## src/rtl/dbpf_pkg.sv

```systemverilog
// Shared constants, types and address helper for the double-buffered page frame buffer.
`timescale 1ns / 1ps
`default_nettype none
package dbpf_pkg;

	localparam int COLUMNS     = 128;
	localparam int PAGES       = 8;
	localparam int STORE_BYTES = COLUMNS * PAGES;
	localparam int DEPTH       = 2048;
	localparam int ADDR_W      = 11;
	localparam int COL_W       = (COLUMNS > 1) ? $clog2(COLUMNS) : 1;
	localparam int PAGE_W      = 3;
	localparam int SLOT_W      = $clog2(COLUMNS + 3);
	localparam int SLOT_END    = COLUMNS + 3;

	localparam logic [1:0] OP_DRAW = 2'd0;
	localparam logic [1:0] OP_SWAP = 2'd1;
	localparam logic [1:0] OP_TICK = 2'd2;
	localparam logic [1:0] OP_SLOT = 2'd3;

	localparam logic [7:0] CMD_PAGE   = 8'hB0;
	localparam logic [7:0] CMD_COL_LO = 8'h00;
	localparam logic [7:0] CMD_COL_HI = 8'h10;

	typedef struct packed {
		logic              emit;
		logic              is_data;
		logic              last;
		logic [7:0]        cmd;
		logic [PAGE_W-1:0] page;
		logic [COL_W-1:0]  col;
	} scan_out_t;

	function automatic logic [ADDR_W-1:0] store_addr(input logic sel,
			input logic [PAGE_W-1:0] page, input logic [COL_W-1:0] col);
		logic [ADDR_W-1:0] base;
		begin
			base = sel ? ADDR_W'(STORE_BYTES) : '0;
			return base + ADDR_W'(page) * ADDR_W'(COLUMNS) + ADDR_W'(col);
		end
	endfunction

endpackage
`default_nettype wire

```

## src/rtl/dbpf_scan.sv

```systemverilog
// Refresh sequencer: page, slot and pending tracking for the panel link stream.
`timescale 1ns / 1ps
`default_nettype none
module dbpf_scan
	import dbpf_pkg::*;
(
	input  wire logic      clk,
	input  wire logic      arst_n,
	input  wire logic      tick,
	input  wire logic      step,
	output scan_out_t      scan
);

	logic              active_q;
	logic              refresh_q;
	logic [PAGE_W-1:0] page_q;
	logic [SLOT_W-1:0] slot_q;

	logic [PAGE_W-1:0] page;
	logic [SLOT_W-1:0] slot;
	logic [SLOT_W-1:0] slot_nxt;
	logic              wrap;
	logic              last;

	always_comb begin
		page     = active_q ? page_q : '0;
		slot     = active_q ? slot_q : '0;
		slot_nxt = slot + SLOT_W'(1);
		wrap     = (slot_nxt == SLOT_W'(SLOT_END));
		last     = wrap && (page == PAGE_W'(PAGES - 1));

		scan.emit    = active_q | refresh_q;
		scan.is_data = (slot >= SLOT_W'(3));
		scan.last    = last;
		scan.page    = page;
		scan.col     = COL_W'(slot - SLOT_W'(3));
		unique case (slot)
			SLOT_W'(0): scan.cmd = CMD_PAGE | 8'(page);
			SLOT_W'(1): scan.cmd = CMD_COL_LO;
			SLOT_W'(2): scan.cmd = CMD_COL_HI;
			default:    scan.cmd = CMD_COL_LO;
		endcase
	end

	always_ff @(posedge clk or negedge arst_n) begin
		if (!arst_n) begin
			active_q  <= 1'b0;
			refresh_q <= 1'b0;
			page_q    <= '0;
			slot_q    <= '0;
		end else if (tick) begin
			refresh_q <= 1'b1;
		end else if (step && scan.emit) begin
			if (last) begin
				active_q  <= 1'b0;
				refresh_q <= 1'b0;
				page_q    <= '0;
				slot_q    <= '0;
			end else if (wrap) begin
				active_q <= 1'b1;
				page_q   <= page + PAGE_W'(1);
				slot_q   <= '0;
			end else begin
				active_q <= 1'b1;
				page_q   <= page;
				slot_q   <= slot_nxt;
			end
		end
	end

	a_slot_range: assert property (@(posedge clk) disable iff (!arst_n)
		slot_q < SLOT_W'(SLOT_END))
		else $error("scan slot beyond page end");

	a_active_pending: assert property (@(posedge clk) disable iff (!arst_n)
		active_q |-> refresh_q)
		else $error("refresh running without pending mark");

	a_idle_home: assert property (@(posedge clk) disable iff (!arst_n)
		!active_q |-> (slot_q == '0 && page_q == '0))
		else $error("idle sequencer not at page 0 slot 0");

endmodule
`default_nettype wire

```

## config.mk

```make
export PLATFORM = sky130hd
export DESIGN_NAME = dbpf_scan
export DESIGN_NICKNAME = d
export VERILOG_FILES = /design/src/rtl/dbpf_pkg.sv /design/src/rtl/dbpf_scan.sv
export SDC_FILE = /design/constraint.sdc
export NUM_CORES = 1
export LEC_CHECK = 0
export BUFFER_PORTS_ARGS = -buffer_cell sky130_fd_sc_hd__buf_2
export CAP_MARGIN = 20
export CORE_MARGIN = 10
export CORE_UTILIZATION = 53
export DETAILED_ROUTE_END_ITERATION = 10
export GPL_TIMING_DRIVEN = 0
export PLACE_DENSITY = 0.78
export SYNTH_ARGS = -nofsm -noshare
export SYNTH_HDL_FRONTEND = slang
export SYNTH_SLANG_ARGS = --single-unit
```

## constraint.sdc

```tcl
create_clock -name clk -period 3 [get_ports clk]
set_clock_uncertainty 0.05 [all_clocks]
set_input_delay 0.3 -clock clk [delete_from_list [all_inputs] [get_ports clk]]
set_output_delay 0.3 -clock clk [all_outputs]
set_load 0.03 [all_outputs]
```

# Yosys cells after proc, flatten, opt, wreduce, memory -nomap -nowiden
# Index checks and enable logic that the tools add are counted.
dict set report op_classes {
  n_mux 11
  bitwise 2
  add_sub_neg 3
  reduce_logical 7
  n_lt_le_gt_ge 1
  n_eq_ne 3
}
# operator n
set op_table {}
lappend op_table {{8-bit 2-to-1 mux} 3}
lappend op_table {{8-bit one-hot mux with 2 select lines} 1}
lappend op_table {{3-bit 2-to-1 mux} 3}
lappend op_table {{8-bit by 1-bit adder with 8-bit output (second input constant)} 1}
lappend op_table {{8-bit by 2-bit equality test with 1-bit output (second input constant)} 1}
lappend op_table {{8-bit equality test (second input constant)} 1}
lappend op_table {{8-bit by 2-bit >= comparator with 1-bit output (second input constant)} 1}
lappend op_table {{8-bit logical NOT} 1}
lappend op_table {{7-bit by 2-bit subtractor with 7-bit output (second input constant)} 1}
lappend op_table {{1-bit 2-to-1 mux} 4}
lappend op_table {{2-bit AND reduction} 2}
lappend op_table {{2-bit nonzero test} 2}
lappend op_table {{3-bit by 1-bit adder with 3-bit output (second input constant)} 1}
lappend op_table {{3-bit equality test (second input constant)} 1}
lappend op_table {{1-bit logical AND} 2}
lappend op_table {{1-bit NOT} 1}
lappend op_table {{1-bit bitwise OR} 1}
dict set report word_totals {
  output_inout_bits 21
  input_bits 4
  ff_bits 13
  word_cells 31
}

# Longest topological paths before layout
dict set report depth {
  ltp_word 7
  depth_mapped 11
  ltp_nobuf 9
}

# Least setup slack after synthesis
# OpenSTA, ideal clock, no wires.
dict set report synth_timing {
  path_kind {reg-to-output}
  start {register active_q}
  end {output scan[18] (netlist name)}
  t_arrival_ns 2.562
  stages_incl_launch_ff 12
  path_buffers 4
  required_time_ns 2.650
  path_slack_ns 0.088
  path_cell_list {dfrtp_1 -> buf_2 -> clkbuf_1 -> nand2_1 -> inv_1 -> ha_1 -> clkbuf_1 -> o22a_1 -> nor4_2 -> a21boi_4 -> and3_1 -> buf_4}
}
dict set report synth_between {
  elab_chain_cells 4
  elab_cells_between_ends 6
  classes_between {add/sub: 1; eq/ne: 2; mux: 2; reduce/logical: 1}
}
# element line
set synth_rtl {}
lappend synth_rtl {{start: declaration} dbpf_scan.sv:14} ;# logic active_q;
lappend synth_rtl {{start signal: assignment} dbpf_scan.sv:47} ;# active_q <= 1'b0;
lappend synth_rtl {{start signal: assignment} dbpf_scan.sv:55} ;# active_q <= 1'b0;
lappend synth_rtl {{start signal: assignment} dbpf_scan.sv:60} ;# active_q <= 1'b1;
lappend synth_rtl {{8-bit 2-to-1 mux} dbpf_scan.sv:27} ;# slot = active_q ? slot_q : '0;
lappend synth_rtl {{8-bit by 1-bit adder with 8-bit output} dbpf_scan.sv:28} ;# slot_nxt = slot + SLOT_W'(1);
lappend synth_rtl {{8-bit equality test} dbpf_scan.sv:29} ;# wrap = (slot_nxt == SLOT_W'(SLOT_END));
lappend synth_rtl {{1-bit logical AND *} dbpf_scan.sv:30} ;# last = wrap && (page == PAGE_W'(PAGES - 1));
lappend synth_rtl {{end: declaration} dbpf_scan.sv:11} ;# output scan_out_t scan
# Mark *: on every way between the ends. The rest lies on a longest branch, timed or not.

# Worst setup path after layout
dict set report layout_timing {
  start {register active_q}
  end {register slot_q[7]}
}
dict set report layout_between {
  elab_chain_cells 5
  elab_cells_between_ends 11
  classes_between {add/sub: 1; eq/ne: 2; mux: 4; bitwise: 1; reduce/logical: 3}
}
# element line
set layout_rtl {}
lappend layout_rtl {{8-bit 2-to-1 mux} dbpf_scan.sv:27}
lappend layout_rtl {{8-bit by 1-bit adder with 8-bit output} dbpf_scan.sv:28}
lappend layout_rtl {{8-bit equality test} dbpf_scan.sv:29}
lappend layout_rtl {{8-bit 2-to-1 mux or 1-bit logical AND (tied branches)} {dbpf_scan.sv:59, dbpf_scan.sv:30}}
lappend layout_rtl {{8-bit 2-to-1 mux} dbpf_scan.sv:54} ;# if (last) begin
lappend layout_rtl {{end signal: assignment} dbpf_scan.sv:66} ;# slot_q <= slot_nxt;
lappend layout_rtl {{end: declaration} dbpf_scan.sv:17} ;# logic [SLOT_W-1:0] slot_q;
# Parallel ways exist; a longest one is shown, timed or not.
# A chain may end at the register's enable or synchronous reset.

==> flow_metrics.py <==
metrics = {
    "outcome": {
        "status": "finished, final reports clean",
    },
    "finish": {
        "fin_area_sq_mm": 0.00142,
        "areaGrowthSynthToFinish_pct": 28.8,
        "stdcell_count": 202,
        "regArea_sq_um": 327,
        "antennaDiodeCount": 0,
        "n_fill_cell": 173,
        "multi_input_area_sq_um": 692,
        "drive_above_1_share_pct": 30.3,
        "num-nets-final": 186,
    },
    "setup_path": {
        "crit_path_end_kind": "flop",
        "worst_r2r_path_depth": 18,
        "cp-start-kind": "flop",
        "path_max_fanout": 10,
        "critical_path.endpoint": "slot_q[7]",
        "r2r_end": "slot_q[7]",
        "cp_cell_sequence": "buf_8 -> nand2_4 -> inv_1 -> ha_2 -> buf_6 -> o22a_1 -> nor4_4 -> buf_4 -> buf_4 -> buf_4 -> buf_4 -> buf_4 -> buf_4 -> buf_4 -> buf_4 -> buf_4 -> nand2_1 -> a32o_1",
        "arrival_ns": 3.04,
        "crit_type": "reg -> reg",
        "required_ns": 3.12,
        "r2r_slack_ns": 0.09,
        "crit_top_cell": "buf_4",
        "critPathLaunch": "active_q",
        "crit_slowest_cell": "dfrtp_2",
        "r2r_start": "active_q",
        "cp_slowest_stage_delay_ns": 0.47,
    },
    "run": {
        "maxCapViolCount": 0,
    },
    "placed_design": {
        "dp_cells": 185,
        "post-place-ws_ns": -0.295,
        "place.gp.congestion": 0.860,
        "placed_cell_area_sq_mm": 0.00125,
        "portBuffers": 22,
        "hpwl_um": 2130,
    },
    "logic_synthesis": {
        "synthSimpleGateAreaFrac_pct": 26.3,
        "synth.area.mux_share_pct": 0.906,
        "syn_avg_cell_area_sq_um": 8.18,
        "ys_top_cells_by_count": "16 x nand2_1, 13 x dfrtp_1, 8 x and2_1",
        "synthAdderAreaFrac_pct": 6.80,
        "yosysTopAreaCell": "dfrtp_1",
        "yosysTopAreaCellShare_pct": 29.4,
        "synth-async-reset-ratio_pct": 100,
        "synth_xor_area_share_pct": 4.76,
        "synth.cell_area_sq_mm": 0.00110,
        "synth-edff-count": 0,
        "synth.area.top_cells": "dfrtp_1 29%, ha_1 6.8%, nand2_1 5.4%",
        "yosysSeqAreaShare_pct": 29.4,
        "ys_ff_latch": 13,
        "synth_compound_area_share_pct": 21.5,
        "post-synth-top-count-cell": "nand2_1",
        "synthCells": 135,
        "synth_top_family_by_area": "simple AND/OR/NAND/NOR gates",
        "synth.distinct_cells": 40,
        "ys_warn_count": 0,
        "synthFlopType": "dfrtp_1",
    },
    "grt": {
        "grt_max_degree": 14,
        "grt_pass1_vias": 1105,
        "track_usage_pct": 14.4,
        "grt_overflow_total": 0,
        "antenna_found_initial": 0,
        "grt_pass1_wl_um": 5090,
    },
    "route": {
        "dr.pass1.iters": 4,
        "route.detailed.drc": 0,
        "vias": 1122,
        "final_antenna_net_count": 0,
        "wl_per_cell_um": 15.0,
        "drt_wl_total_um": 3030,
        "initialDrtViolationCount": 65,
        "routed_via_density": 5.55,
    },
    "sta": {
        "rsz0062_at_grt": "false",
        "min_period_ns": 2.91,
        "setup_viol": 0,
        "fin_ws_ns": 0.0865,
        "maxClockFrequency_mhz": 343,
        "fin_crit_sh_pct": 97.1,
        "finalHoldViolations": 0,
        "maxSlewViolCount": 0,
    },
    "cts": {
        "clockBufferDepth": 2,
        "cts_root_buf": "clkbuf_4",
        "path_clk_slew_ns": 0.08,
        "htreeDepth": 1,
        "clk_latency_ns": 0.28,
        "cts_tree": "built",
        "cts_buffers": 3,
        "numClockSinks": 13,
    },
    "floorplan": {
        "start_util_pct": 56.3,
        "design.core.area_sq_mm": 0.00196,
        "ioPinCount": 25,
        "die_w_um": 65.7,
        "die_h_um": 65.7,
        "rows": 16,
        "dieArea_sq_mm": 0.00431,
    },
    "power": {
        "power_density_mw_per_mm2": 515,
        "cellLeakagePower_uw": 0.000676,
        "irDropWorstVdd_mv": 0.358,
    },
    "hold_path": {
        "hold_start": "tick",
        "hp-class": "in -> reg",
    },
}
## what timing repair did
action	in CTS	in global routing
pin swaps	1	2
setup endpoints to repair	1	2
endpoints found under the hold margin	13	0
setup buffers	11	2
gates resized for setup	8	6
hold buffers	1	0
## metal layers
layer,wire [um],track usage [%],vias up
li1,-,-,553
met1,1380,17.8,530
met2,1450,24.2,34
met3,176,3.22,5
met4,36,4.01,0
met5,0,0,-
## layout by cell type, fill, tap and decap left out, types with 2 or more instances in the layout
cell type  instances
nor3_1             6
o21ai_0            5
buf_2             21
inv_1              5
xnor2_1            3
nor2_1             5
and4_1             2
a21oi_1            6
conb_1             2
o311ai_0           2
nand4_1            2
buf_6              2
o21a_1             3
xor2_1             3
ha_1               5
nand2_1           15
a21o_1             3
buf_4             21
nand2b_1           2
a32o_1             3
a41oi_1            2
nor4_1             2
nand3_1            5
clkbuf_4           3
clkbuf_1           5
and2_1             8
dfrtp_1           12
and3_1             2
o21ai_1            3
## registers in the layout, indices dropped and copies added (netlist names)
signal     count
refresh_q      1
page_q         3
active_q       1
slot_q         8
## layout make-up
class                           instances  area share, %
Tap cell                               27           2.37
Buffer                                 14           7.39
Clock buffer                            4           1.85
Multi-Input combinational cell        103           48.6
Timing Repair Buffer                   36           15.5
Inverter                                5           1.32
Sequential cell                        13           23.0
## worst min path at each step
stage | to | slack (ns) | cells after the start
after floorplan | active_q | -0.05 | 0
after global placement | active_q | 0.15 | 1
after detailed placement | active_q | 0.16 | 1
after CTS | refresh_q | 0.28 | 3
after global routing | refresh_q | 0.29 | 3
final | refresh_q | 0.29 | 3
## cells by family (layout without fill, tap and decap cells)
logic type / Yosys count / count (layout)
and+or+nand+nor: 55 / 55
AOI/OAI and AO/OA: 33 / 33
buffers and inverters: 20 / 59
DFF: 13 / 13
adders and majority gates: 6 / 6
xor gates and xnor gates: 6 / 6
other: 1 / 2
muxes: 1 / 1
## critical path: cells and delay by family, from the launching register on
kind | cells | cell delay [ns]
AOI/OAI and AO/OA | 2 | 0.47
DFF | 1 | 0.47
adders and majority gates | 1 | 0.19
and+or+nand+nor | 3 | 0.39
buffers and inverters | 12 | 1.25
## through the flow
| step | hold WS, ns | util, % | setup TNS, ns | power [uW] |
|---|---|---|---|---|
| detailed placement | 0.158 | 63.8 | -0.295 | 605 |
| finish | 0.292 | 72.5 | 0 | 733 |
| floorplan | -0.0456 | - | 0 | 512 |
| global placement | 0.153 | 63.8 | -0.235 | 592 |
| CTS | 0.279 | 71.1 | 0 | 726 |
| global route | 0.286 | 72.5 | 0 | 788 |
## power by group
part           internal [uW]  switching [uW]  total (uW)
combinational            141             259         401
sequential               196            24.1         220
clock                   51.6            60.2         112
Note: power is estimated with default switching activity, not from simulation.
